--- src/sv/cppt_pkg.sv ---
`timescale 1ns / 1ps
// ----------------------------------------------------------------------------
// Convex polygon point test: shared package
// Request codes, fixed field widths and the status groups passed between
// the front, the queue and the back of the block.
// ----------------------------------------------------------------------------
package cppt_pkg;

	localparam int COUNT_W = 5;
	localparam int INDEX_W = 4;
	localparam logic [COUNT_W-1:0] COUNT_RESET = 5'd3;

	typedef enum logic {
		CMD_WRITE = 1'b0,
		CMD_TEST  = 1'b1
	} cmd_t;

	typedef struct packed {
		logic full;
		logic empty;
	} q_stat_t;

	typedef struct packed {
		logic idle;
		logic result_wait;
	} bk_stat_t;

endpackage

--- src/sv/cppt_back.sv ---
`timescale 1ns / 1ps
// ----------------------------------------------------------------------------
// Convex polygon point test: back end
// Holds the corner memory and the count register, walks the edges of the
// polygon with one shared multiplier and drives the result register.
// ----------------------------------------------------------------------------
module cppt_back import cppt_pkg::*; #(
	parameter int MAX_CORNERS = 16,
	parameter int COORD_BITS  = 16,
	localparam int IDX_W      = $clog2(MAX_CORNERS),
	localparam int E_W        = 1 + IDX_W + 2 * COORD_BITS
) (
	input  logic               clk,
	input  logic               arst_n,
	input  logic               cfg_we,
	input  logic [COUNT_W-1:0] cfg_wdata,
	input  logic [E_W-1:0]     q_data,
	input  q_stat_t            q_stat,
	output logic               q_pop,
	output bk_stat_t           stat,
	output logic               res_valid,
	input  logic               res_ready,
	output logic               inside_res
);

	localparam int CNT_W = $clog2(MAX_CORNERS + 1);
	localparam int C_W   = COORD_BITS;
	localparam int D_W   = COORD_BITS + 1;
	localparam int P_W   = 2 * D_W;

	typedef enum logic [5:0] {
		S_IDLE  = 6'b000001,
		S_FIRST = 6'b000010,
		S_DIFF  = 6'b000100,
		S_MUL1  = 6'b001000,
		S_MUL2  = 6'b010000,
		S_OUT   = 6'b100000
	} bk_state_t;

	bk_state_t               state_q;
	logic [COUNT_W-1:0]      count_q;
	logic [CNT_W-1:0]        n_eff;
	logic [2*C_W-1:0]        corner_mem_q [MAX_CORNERS];
	logic [2*C_W-1:0]        rd_q;
	logic                    rd_en;
	logic [IDX_W-1:0]        rd_addr;
	logic [IDX_W-1:0]        k_q;
	logic                    closing_q;
	logic                    verdict_q;
	logic                    res_valid_q;
	logic                    res_q;
	logic                    cmp_q;
	logic signed [C_W-1:0]   px_q, py_q;
	logic signed [C_W-1:0]   first_x_q, first_y_q;
	logic signed [C_W-1:0]   prev_x_q, prev_y_q;
	logic signed [C_W-1:0]   cur_x, cur_y;
	logic signed [D_W-1:0]   a1_q, b1_q, a2_q, b2_q;
	logic signed [D_W-1:0]   mul_a, mul_b;
	logic signed [P_W-1:0]   prod;
	logic signed [P_W-1:0]   p_q;
	cmd_t                    q_cmd;
	logic [IDX_W-1:0]        q_slot;
	logic [2*C_W-1:0]        q_xy;
	logic                    last_edge;
	logic                    out_free;

	assign q_cmd  = cmd_t'(q_data[E_W-1]);
	assign q_slot = q_data[E_W-2 -: IDX_W];
	assign q_xy   = q_data[2*C_W-1:0];

	assign n_eff = (32'(count_q) > 32'(MAX_CORNERS)) ? CNT_W'(MAX_CORNERS) : CNT_W'(count_q);

	assign q_pop = !q_stat.empty && (state_q == S_IDLE);

	assign stat.idle        = (state_q == S_IDLE);
	assign stat.result_wait = (state_q == S_OUT);

	assign cur_x = closing_q ? first_x_q : $signed(rd_q[2*C_W-1:C_W]);
	assign cur_y = closing_q ? first_y_q : $signed(rd_q[C_W-1:0]);

	assign mul_a = (state_q == S_MUL1) ? a1_q : a2_q;
	assign mul_b = (state_q == S_MUL1) ? b1_q : b2_q;
	assign prod  = P_W'(mul_a) * P_W'(mul_b);

	assign last_edge = ((CNT_W'(k_q) + CNT_W'(1)) == n_eff);
	assign out_free  = !res_valid_q || res_ready;

	assign res_valid  = res_valid_q;
	assign inside_res = res_q;

	always_comb begin
		rd_en   = 1'b0;
		rd_addr = '0;
		case (state_q)
			S_IDLE: begin
				rd_en = q_pop && (q_cmd == CMD_TEST);
			end
			S_FIRST: begin
				rd_en   = (n_eff != CNT_W'(1));
				rd_addr = IDX_W'(1);
			end
			S_MUL2: begin
				rd_en   = !cmp_q && !closing_q && !last_edge;
				rd_addr = k_q + IDX_W'(1);
			end
			default: begin
				rd_en = 1'b0;
			end
		endcase
	end

	always_ff @(posedge clk) begin
		if (q_pop && (q_cmd == CMD_WRITE)) begin
			corner_mem_q[q_slot] <= q_xy;
		end
		if (rd_en) begin
			rd_q <= corner_mem_q[rd_addr];
		end
	end

	// p < q means the point lies on the outer side of the edge
	assign cmp_q = (p_q < prod);

	always_ff @(posedge clk or negedge arst_n) begin
		if (!arst_n) begin
			state_q     <= S_IDLE;
			count_q     <= COUNT_RESET;
			res_valid_q <= 1'b0;
			closing_q   <= 1'b0;
			k_q         <= '0;
		end else begin
			if (cfg_we) begin
				count_q <= cfg_wdata;
			end
			if ((state_q != S_OUT) && res_valid_q && res_ready) begin
				res_valid_q <= 1'b0;
			end
			case (state_q)
				S_IDLE: begin
					if (q_pop && (q_cmd == CMD_TEST)) begin
						state_q <= (n_eff == '0) ? S_OUT : S_FIRST;
					end
				end
				S_FIRST: begin
					closing_q <= (n_eff == CNT_W'(1));
					k_q       <= IDX_W'(1);
					state_q   <= S_DIFF;
				end
				S_DIFF: begin
					state_q <= S_MUL1;
				end
				S_MUL1: begin
					state_q <= S_MUL2;
				end
				S_MUL2: begin
					if (cmp_q || closing_q) begin
						state_q <= S_OUT;
					end else if (last_edge) begin
						closing_q <= 1'b1;
						state_q   <= S_DIFF;
					end else begin
						k_q     <= k_q + IDX_W'(1);
						state_q <= S_DIFF;
					end
				end
				S_OUT: begin
					if (out_free) begin
						res_valid_q <= 1'b1;
						closing_q   <= 1'b0;
						state_q     <= S_IDLE;
					end
				end
				default: begin
					state_q <= S_IDLE;
				end
			endcase
		end
	end

	always_ff @(posedge clk) begin
		case (state_q)
			S_IDLE: begin
				px_q      <= $signed(q_xy[2*C_W-1:C_W]);
				py_q      <= $signed(q_xy[C_W-1:0]);
				verdict_q <= 1'b1;
			end
			S_FIRST: begin
				first_x_q <= $signed(rd_q[2*C_W-1:C_W]);
				first_y_q <= $signed(rd_q[C_W-1:0]);
				prev_x_q  <= $signed(rd_q[2*C_W-1:C_W]);
				prev_y_q  <= $signed(rd_q[C_W-1:0]);
			end
			S_DIFF: begin
				a1_q     <= D_W'(px_q) - D_W'(prev_x_q);
				b1_q     <= D_W'(cur_y) - D_W'(prev_y_q);
				a2_q     <= D_W'(py_q) - D_W'(prev_y_q);
				b2_q     <= D_W'(cur_x) - D_W'(prev_x_q);
				prev_x_q <= cur_x;
				prev_y_q <= cur_y;
			end
			S_MUL1: begin
				p_q <= prod;
			end
			S_MUL2: begin
				if (cmp_q) begin
					verdict_q <= 1'b0;
				end
			end
			S_OUT: begin
				if (out_free) begin
					res_q <= verdict_q;
				end
			end
			default: begin
				verdict_q <= verdict_q;
			end
		endcase
	end

endmodule

--- config.mk ---
export PLATFORM = sky130hd
export DESIGN_NAME = cppt_back
export DESIGN_NICKNAME = d
export VERILOG_FILES = /design/src/sv/cppt_pkg.sv /design/src/sv/cppt_back.sv
export SDC_FILE = /design/constraint.sdc
export NUM_CORES = 2
export LEC_CHECK = 0
export ABC_AREA = 1
export BUFFER_PORTS_ARGS = -buffer_cell sky130_fd_sc_hd__clkbuf_2
export CAP_MARGIN = 40
export CORE_UTILIZATION = 56
export CTS_CLUSTER_SIZE = 12
export DETAILED_ROUTE_END_ITERATION = 12
export HOLD_SLACK_MARGIN = 0.06
export PLACE_DENSITY = 0.72
export SYNTH_ARGS = -nofsm -noshare
export SYNTH_HDL_FRONTEND = slang
export SYNTH_SLANG_ARGS = --single-unit
--- constraint.sdc ---
create_clock -name clk -period 10.5 [get_ports clk]
set_clock_uncertainty 0.05 [all_clocks]
set_input_delay 0.525 -clock clk [delete_from_list [all_inputs] [get_ports clk]]
set_output_delay 0.525 -clock clk [all_outputs]
set_load 0.02 [all_outputs]
Word level (Yosys, flattened, before mapping)
Memories as Yosys holds them, arrays and structs flattened. A register that Yosys moved wholly into a read port is not among the register bits.
Index checks and enable logic that the tools add are counted.
- add/subtract/negate cells: 6
- multipliers: 1
- div/mod/pow operators: 0
- order comparisons: 2
- equal/unequal tests: 16
- shift-type cells: 0
- muxes and demuxes: 28
- bitwise gates (word level): 1
- reductions and logical operators: 24
- operators with widths (operator ; number):
    subtractor 16 x 16 -> 17 bit ; 4
    one-hot mux 16 bit (2 select lines) ; 2
    one-hot mux 6 bit (6 select lines) ; 1
    less-than comparator 34 bit ; 1
    multiplier 17 x 17 -> 34 bit ; 1
    2-to-1 mux 17 bit ; 2
    2-to-1 mux 16 bit ; 2
    2-to-1 mux 6 bit ; 4
    one-hot mux 4 bit (2 select lines) ; 2
    2-to-1 mux 1 bit ; 9
    2-to-1 mux 4 bit ; 2
    inequality test 2 bit (second input constant) ; 4
    logical AND 1 bit ; 7
    == test 6 x 1 -> 1 bit (second input constant) ; 1
    == test 6 x 2 -> 1 bit (second input constant) ; 1
    == test 6 x 3 -> 1 bit (second input constant) ; 1
    == test 6 x 4 -> 1 bit (second input constant) ; 1
    == test 6 x 5 -> 1 bit (second input constant) ; 1
    == test 6 bit (second input constant) ; 1
    inequality test 6 bit (second input constant) ; 1
    one-hot mux 1 bit (3 select lines) ; 2
    AND reduction 2 bit ; 3
    nonzero test 2 bit ; 3
    adder 4 x 1 -> 5 bit (second input constant) ; 1
    15 further kinds ; 21
- bits in registers: 217
- bits in latches: 0
- memory bits (writable): 512
- memory bits (read-only): 0
- word-level logic and storage cells: 97
- memories: 1
- memory list (name ; words ; width ; read ports ; clocked after memory_dff ; write ports ; line ; text):
    corner_mem_q ; 16 ; 32 ; 1 ; 1 ; 1 ; cppt_back.sv:43 ; logic [2*C_W-1:0] corner_mem_q [MAX_CORNERS];

Depth between registers and ports, before layout
- depth after elaboration: 8
- depth in mapped cells: 53
- gate-level depth less buffers: 50

Worst setup path before layout
No wires, ideal clock.
- kind: register -> register
- start point: register state_q[5]
- end point: register rd_q[0] (read register of corner_mem_q) (enable)
- data arrival time: 8.713 ns
- data required time: 10.060 ns
- slack: 1.347 ns
- stages on the path, launching flop included: 43
- buffers on the path: 2
- clock period less this slack: 9.153 ns
- cells stage by stage: dfrtp_1 -> nor2_2 -> nand3_1 -> buf_2 -> inv_1 -> or2_2 -> o21ai_0 -> inv_1 -> clkbuf_1 -> nand2_1 -> fa_1 -> inv_1 -> fa_1 -> inv_1 -> fa_1 -> inv_1 -> fa_1 -> fa_1 -> (+7 left out) -> nand2_1 -> a31o_2 -> a211o_1 -> xor2_1 -> inv_1 -> ha_1 -> nand4_1 -> nor3_1 -> nand2_1 -> nand2_1 -> nand2_1 -> nand2_1 -> nand2_1 -> nand2_1 -> nand2_1 -> nand2_1 -> nand4_1 -> nand2_1
- cells in the longest elaborated chain, start to end: 8
- RTL lines (element ; line ; text):
    start: declaration ; cppt_back.sv:40 ; bk_state_t state_q;
    start signal: assignment ; cppt_back.sv:141 ; state_q <= (n_eff == '0) ? S_OUT : S_FIRST;
    == test 6 x 4 -> 1 bit * ; cppt_back.sv:81, cppt_back.sv:82 ;
    2-to-1 mux 17 bit (on tied branches) ; cppt_back.sv:81, cppt_back.sv:82 ;
    multiplier 17 x 17 -> 34 bit * ; cppt_back.sv:83 ; assign prod = P_W'(mul_a) * P_W'(mul_b);
    via prod[25] ; cppt_back.sv:59 ; logic signed [P_W-1:0] prod;
    less-than comparator 34 bit * ; cppt_back.sv:122 ; assign cmp_q = (p_q < prod);
    zero test 1 bit * ; cppt_back.sv:103 ; rd_en = !cmp_q && !closing_q && !last_edge;
    logical AND 1 bit * (2 in series) ; cppt_back.sv:103 ;
    one-hot mux 1 bit (3 select lines) * ; cppt_back.sv:94 ; case (state_q)
    via rd_en ; cppt_back.sv:45 ; logic rd_en;
    end: declaration ; cppt_back.sv:44 ; logic [2*C_W-1:0] rd_q;
Mark *: on every way through the listed nets, which the timed path passes. The rest lies on a longest branch.
A chain may end at the register's enable or synchronous reset.

Worst setup path after layout
- start point: register state_q[5]
- end point: register rd_q[14] (read register of corner_mem_q) (enable)
Same word-level chain as after synthesis.

==> flow_metrics.env <==
export IMPL_place_hpwl_um=65800
export IMPL_timing_fmax_mhz=106
export IMPL_totalWireLength_um=99100
export IMPL_maxCapViolCount=0
export IMPL_die_w_um=280
export IMPL_cts_path_max_buffers=3
export IMPL_fin_nets=4495
export IMPL_path_delay_family="adder cells"
export IMPL_port_buffers=51
export IMPL_vias_per_cell=5.63
export IMPL_die_h_um=280
export IMPL_core_rowCount=101
export IMPL_cts_root_buf="clkbuf_16"
export IMPL_max_slew_margin_pct=22.6
export IMPL_postCtsSetupRepairBufs=0
export IMPL_drtIter0Drc=2566
export IMPL_yosys_warnings=0
export IMPL_synth_nets=4435
export IMPL_syn_cell_area_um2=43300
export IMPL_setup_worst_path_end_class="register"
export IMPL_status="finished, final reports clean"
export IMPL_yosys_top_cells_area="edfxtp_1, fa_1, nor2_1, ha_1, inv_1"
export IMPL_yosysUniqueCellTypes=50
export IMPL_slowest_delay_ns=0.55
export IMPL_grt_first_pass_wirelength_um=157000
export IMPL_critPathSlowestCell="fa_1"
export IMPL_ys_seq_area_share_pct=52.6
export IMPL_antenna_cells=0
export IMPL_rsz0062_at_grt="no"
export IMPL_synth_edf_count=744
export IMPL_slew_viol_final=0
export IMPL_ant_nets=0
export IMPL_insertion_delay_ns=0.64
export IMPL_first_pass_iters=5
export IMPL_grtUsageTotal_pct=26.0
export IMPL_gpl_final_weighted_congestion=0.925
export IMPL_initial_utilization_pct=56.8
export IMPL_cts_tree="built"
export IMPL_cp_required_ns=10.75
export IMPL_path_max_fanout=32
export IMPL_finalCritPeriodShare_pct=89.8
export IMPL_hp_class="primary input to register"
export IMPL_vias=28400
export IMPL_die_area_um2=78500
export IMPL_cts_num_sinks=761
export IMPL_core_area_um2=76200
export IMPL_io_pins=53
export IMPL_cts_max_level=3
export IMPL_drive_gt1_share_pct=6.60
export IMPL_setup_viol=0
export IMPL_wl_per_cell_um=19.6
export IMPL_drc=0
export IMPL_hold_viol_final=0
export IMPL_critPathLaunchType="register"
export IMPL_path_common_cell="nand2_1"
export IMPL_tns_ns=0
export IMPL_grt_ovfl_total=0
export IMPL_grt_max_degree=194
export IMPL_preCtsSetupSlack_ns=1.12
export IMPL_crit_type="register to register"
export IMPL_critPathArrivalTime_ns=9.68
export IMPL_synth_top_cell_area_share_pct=51.6
export IMPL_cts_buffers=80
export IMPL_grt_pass1_vias=28900
export IMPL_worstMarginPinSlew_ns=1.16
export IMPL_clk_pin_slew_ns=0.06
export IMPL_fin_ws_ns=1.07
export IMPL_post_route_min_period_ns=9.43
export IMPL_n_fill_cell=5920
export IMPL_synthCells=3905
export IMPL_synth_area_leader_cell="edfxtp_1"
export IMPL_critPathBufInv=9
export IMPL_synthArstFlopShare_pct=2.23
export IMPL_antenna_found_initial=0
export IMPL_synth_top_flop_cell="edfxtp_1"
export IMPL_post_cts_resized=0
export IMPL_postSynthAreaPerCell_um2=11.1
export IMPL_synth_ff_latch_count=761
export IMPL_areaGrowthSynthToFinish_pct=9.39
per-stage QoR:
stage          util (%)  instances  cell area [µm²]  hold slack, ns
3_3_place_gp       58.9       4904            44900           0.355
6_report           62.2       5045            47400           0.110
2_1_floorplan         -       3905            43300           0.179
5_1_grt            62.2       5045            47400           0.159
4_1_cts            62.2       5045            47400          0.0738
3_5_place_dp       59.0       4906            44900           0.356
placed cells by master, fill, tap and decap left out, drive strengths merged, types with 4 or more instances in the layout:
cell,netlist,final
edfxtp,744,744
nor2,703,703
inv,588,591
nand2,416,416
fa,300,300
o21ai,278,278
ha,182,182
clkbuf,95,162
a21oi,104,104
o311ai,81,81
xor2,74,74
buf,53,68
nand3,55,55
o32ai,47,47
o211ai,43,43
xnor2,24,24
clkinv,8,22
nand4,16,16
dfrtp,14,14
nor3,12,12
o21bai,11,11
a21o,7,7
dlygate4sd3,0,7
or2,5,5
o31ai,5,5
a21boi,5,5
nor4,5,5
a31o,4,4
area by class of cell:
cell class                      count  area (µm²)  share of cell area, %
Clock inverter                     21         243                  0.512
Clock buffer                      111        2140                   4.52
Sequential cell                   761       22800                   48.1
Tap cell                         1030        1290                   2.72
Multi-Input combinational cell   2400       17800                   37.6
Timing Repair Buffer              126         896                   1.89
Inverter                          596        2240                   4.73
synthesized netlist by cell type, types with 4 or more instances:
cell,number
a21boi_0,4
a21o_1,7
inv_2,7
o311ai_0,21
o211ai_1,43
nand3_1,55
clkbuf_1,95
o21ai_0,249
a21oi_1,104
dfrtp_1,14
xor2_1,74
or2_2,5
inv_1,581
o32ai_1,47
nand4_1,16
o21bai_1,11
nor2_1,700
buf_4,8
clkinv_1,8
fa_1,300
o311ai_1,60
a31o_2,4
edfxtp_1,744
o21ai_1,28
nand2_1,416
ha_1,182
buf_2,39
xnor2_1,24
o31ai_1,5
nor4_1,5
nor3_1,11
kinds of logic (layout without fill, tap and decap cells):
family	after synthesis	in the layout	share of synthesized area (%)
buffers and inverters	744	854	6.68
DFF	761	761	52.6
muxes	4	4	0.0953
xor gates and xnor gates	98	98	1.98
AOI/OAI and AO/OA	601	601	8.61
adders and majority gates	482	482	19.1
and+or+nand+nor	1215	1215	10.9
worst register-to-register path, delay by kind of cell, from the launching register on:
family / cells / cell delay [ns]
AO/OA/AOI/OAI: 4 / 0.65
XOR/XNOR: 1 / 0.21
adder cells (fa/ha/maj): 8 / 3.55
buffers and inverters: 9 / 1.45
flip-flops: 1 / 0.43
AND/OR/NAND/NOR: 20 / 2.70
layer usage:
metal | wire [µm] | up-vias | global-route usage, %
li1 | - | 13200 | -
met1 | 39500 | 14000 | 33.5
met2 | 49100 | 954 | 44.2
met3 | 6300 | 245 | 3.38
met4 | 4200 | 0 | 11.2
met5 | 0 | - | 0
registers in the layout, summed over array words and instances (netlist names):
register,flops
prev_x_q,16
a1_q,17
closing_q,1
verdict_q,1
corner_mem_q,512
count_q,5
prev_y_q,16
inside_res,1
p_q,34
a2_q,17
b1_q,17
res_valid,1
px_q,16
state_q,6
k_q,4
rd_q,32
first_x_q,16
py_q,16
b2_q,17
first_y_q,16
path summary, 6_finish.rpt:
kind / start / slack (ns) / depth (start not counted) / end
setup / recovery: state_q[5] / 1.07 / 42 / rd_q[14]
hold / removal: cfg_we / 0.11 / 2 / count_q[0]
setup reg to reg: state_q[5] / 1.07 / 42 / rd_q[14]
hold reg to reg: verdict_q / 0.37 / 0 / inside_res
max in group asynchronous: arst_n / 9.73 / 2 / state_q[0]
min in group asynchronous: arst_n / 0.33 / 2 / count_q[2]
what timing repair did:
item                                    4_1_cts  5_1_grt
endpoints found under the setup margin        0        0
hold endpoints to repair                     20        0
hold buffers                                  7        0
Power is left out: the tool's default activity adds up to more than one toggle a clock period on the data nets, which glitch-free logic cannot reach.
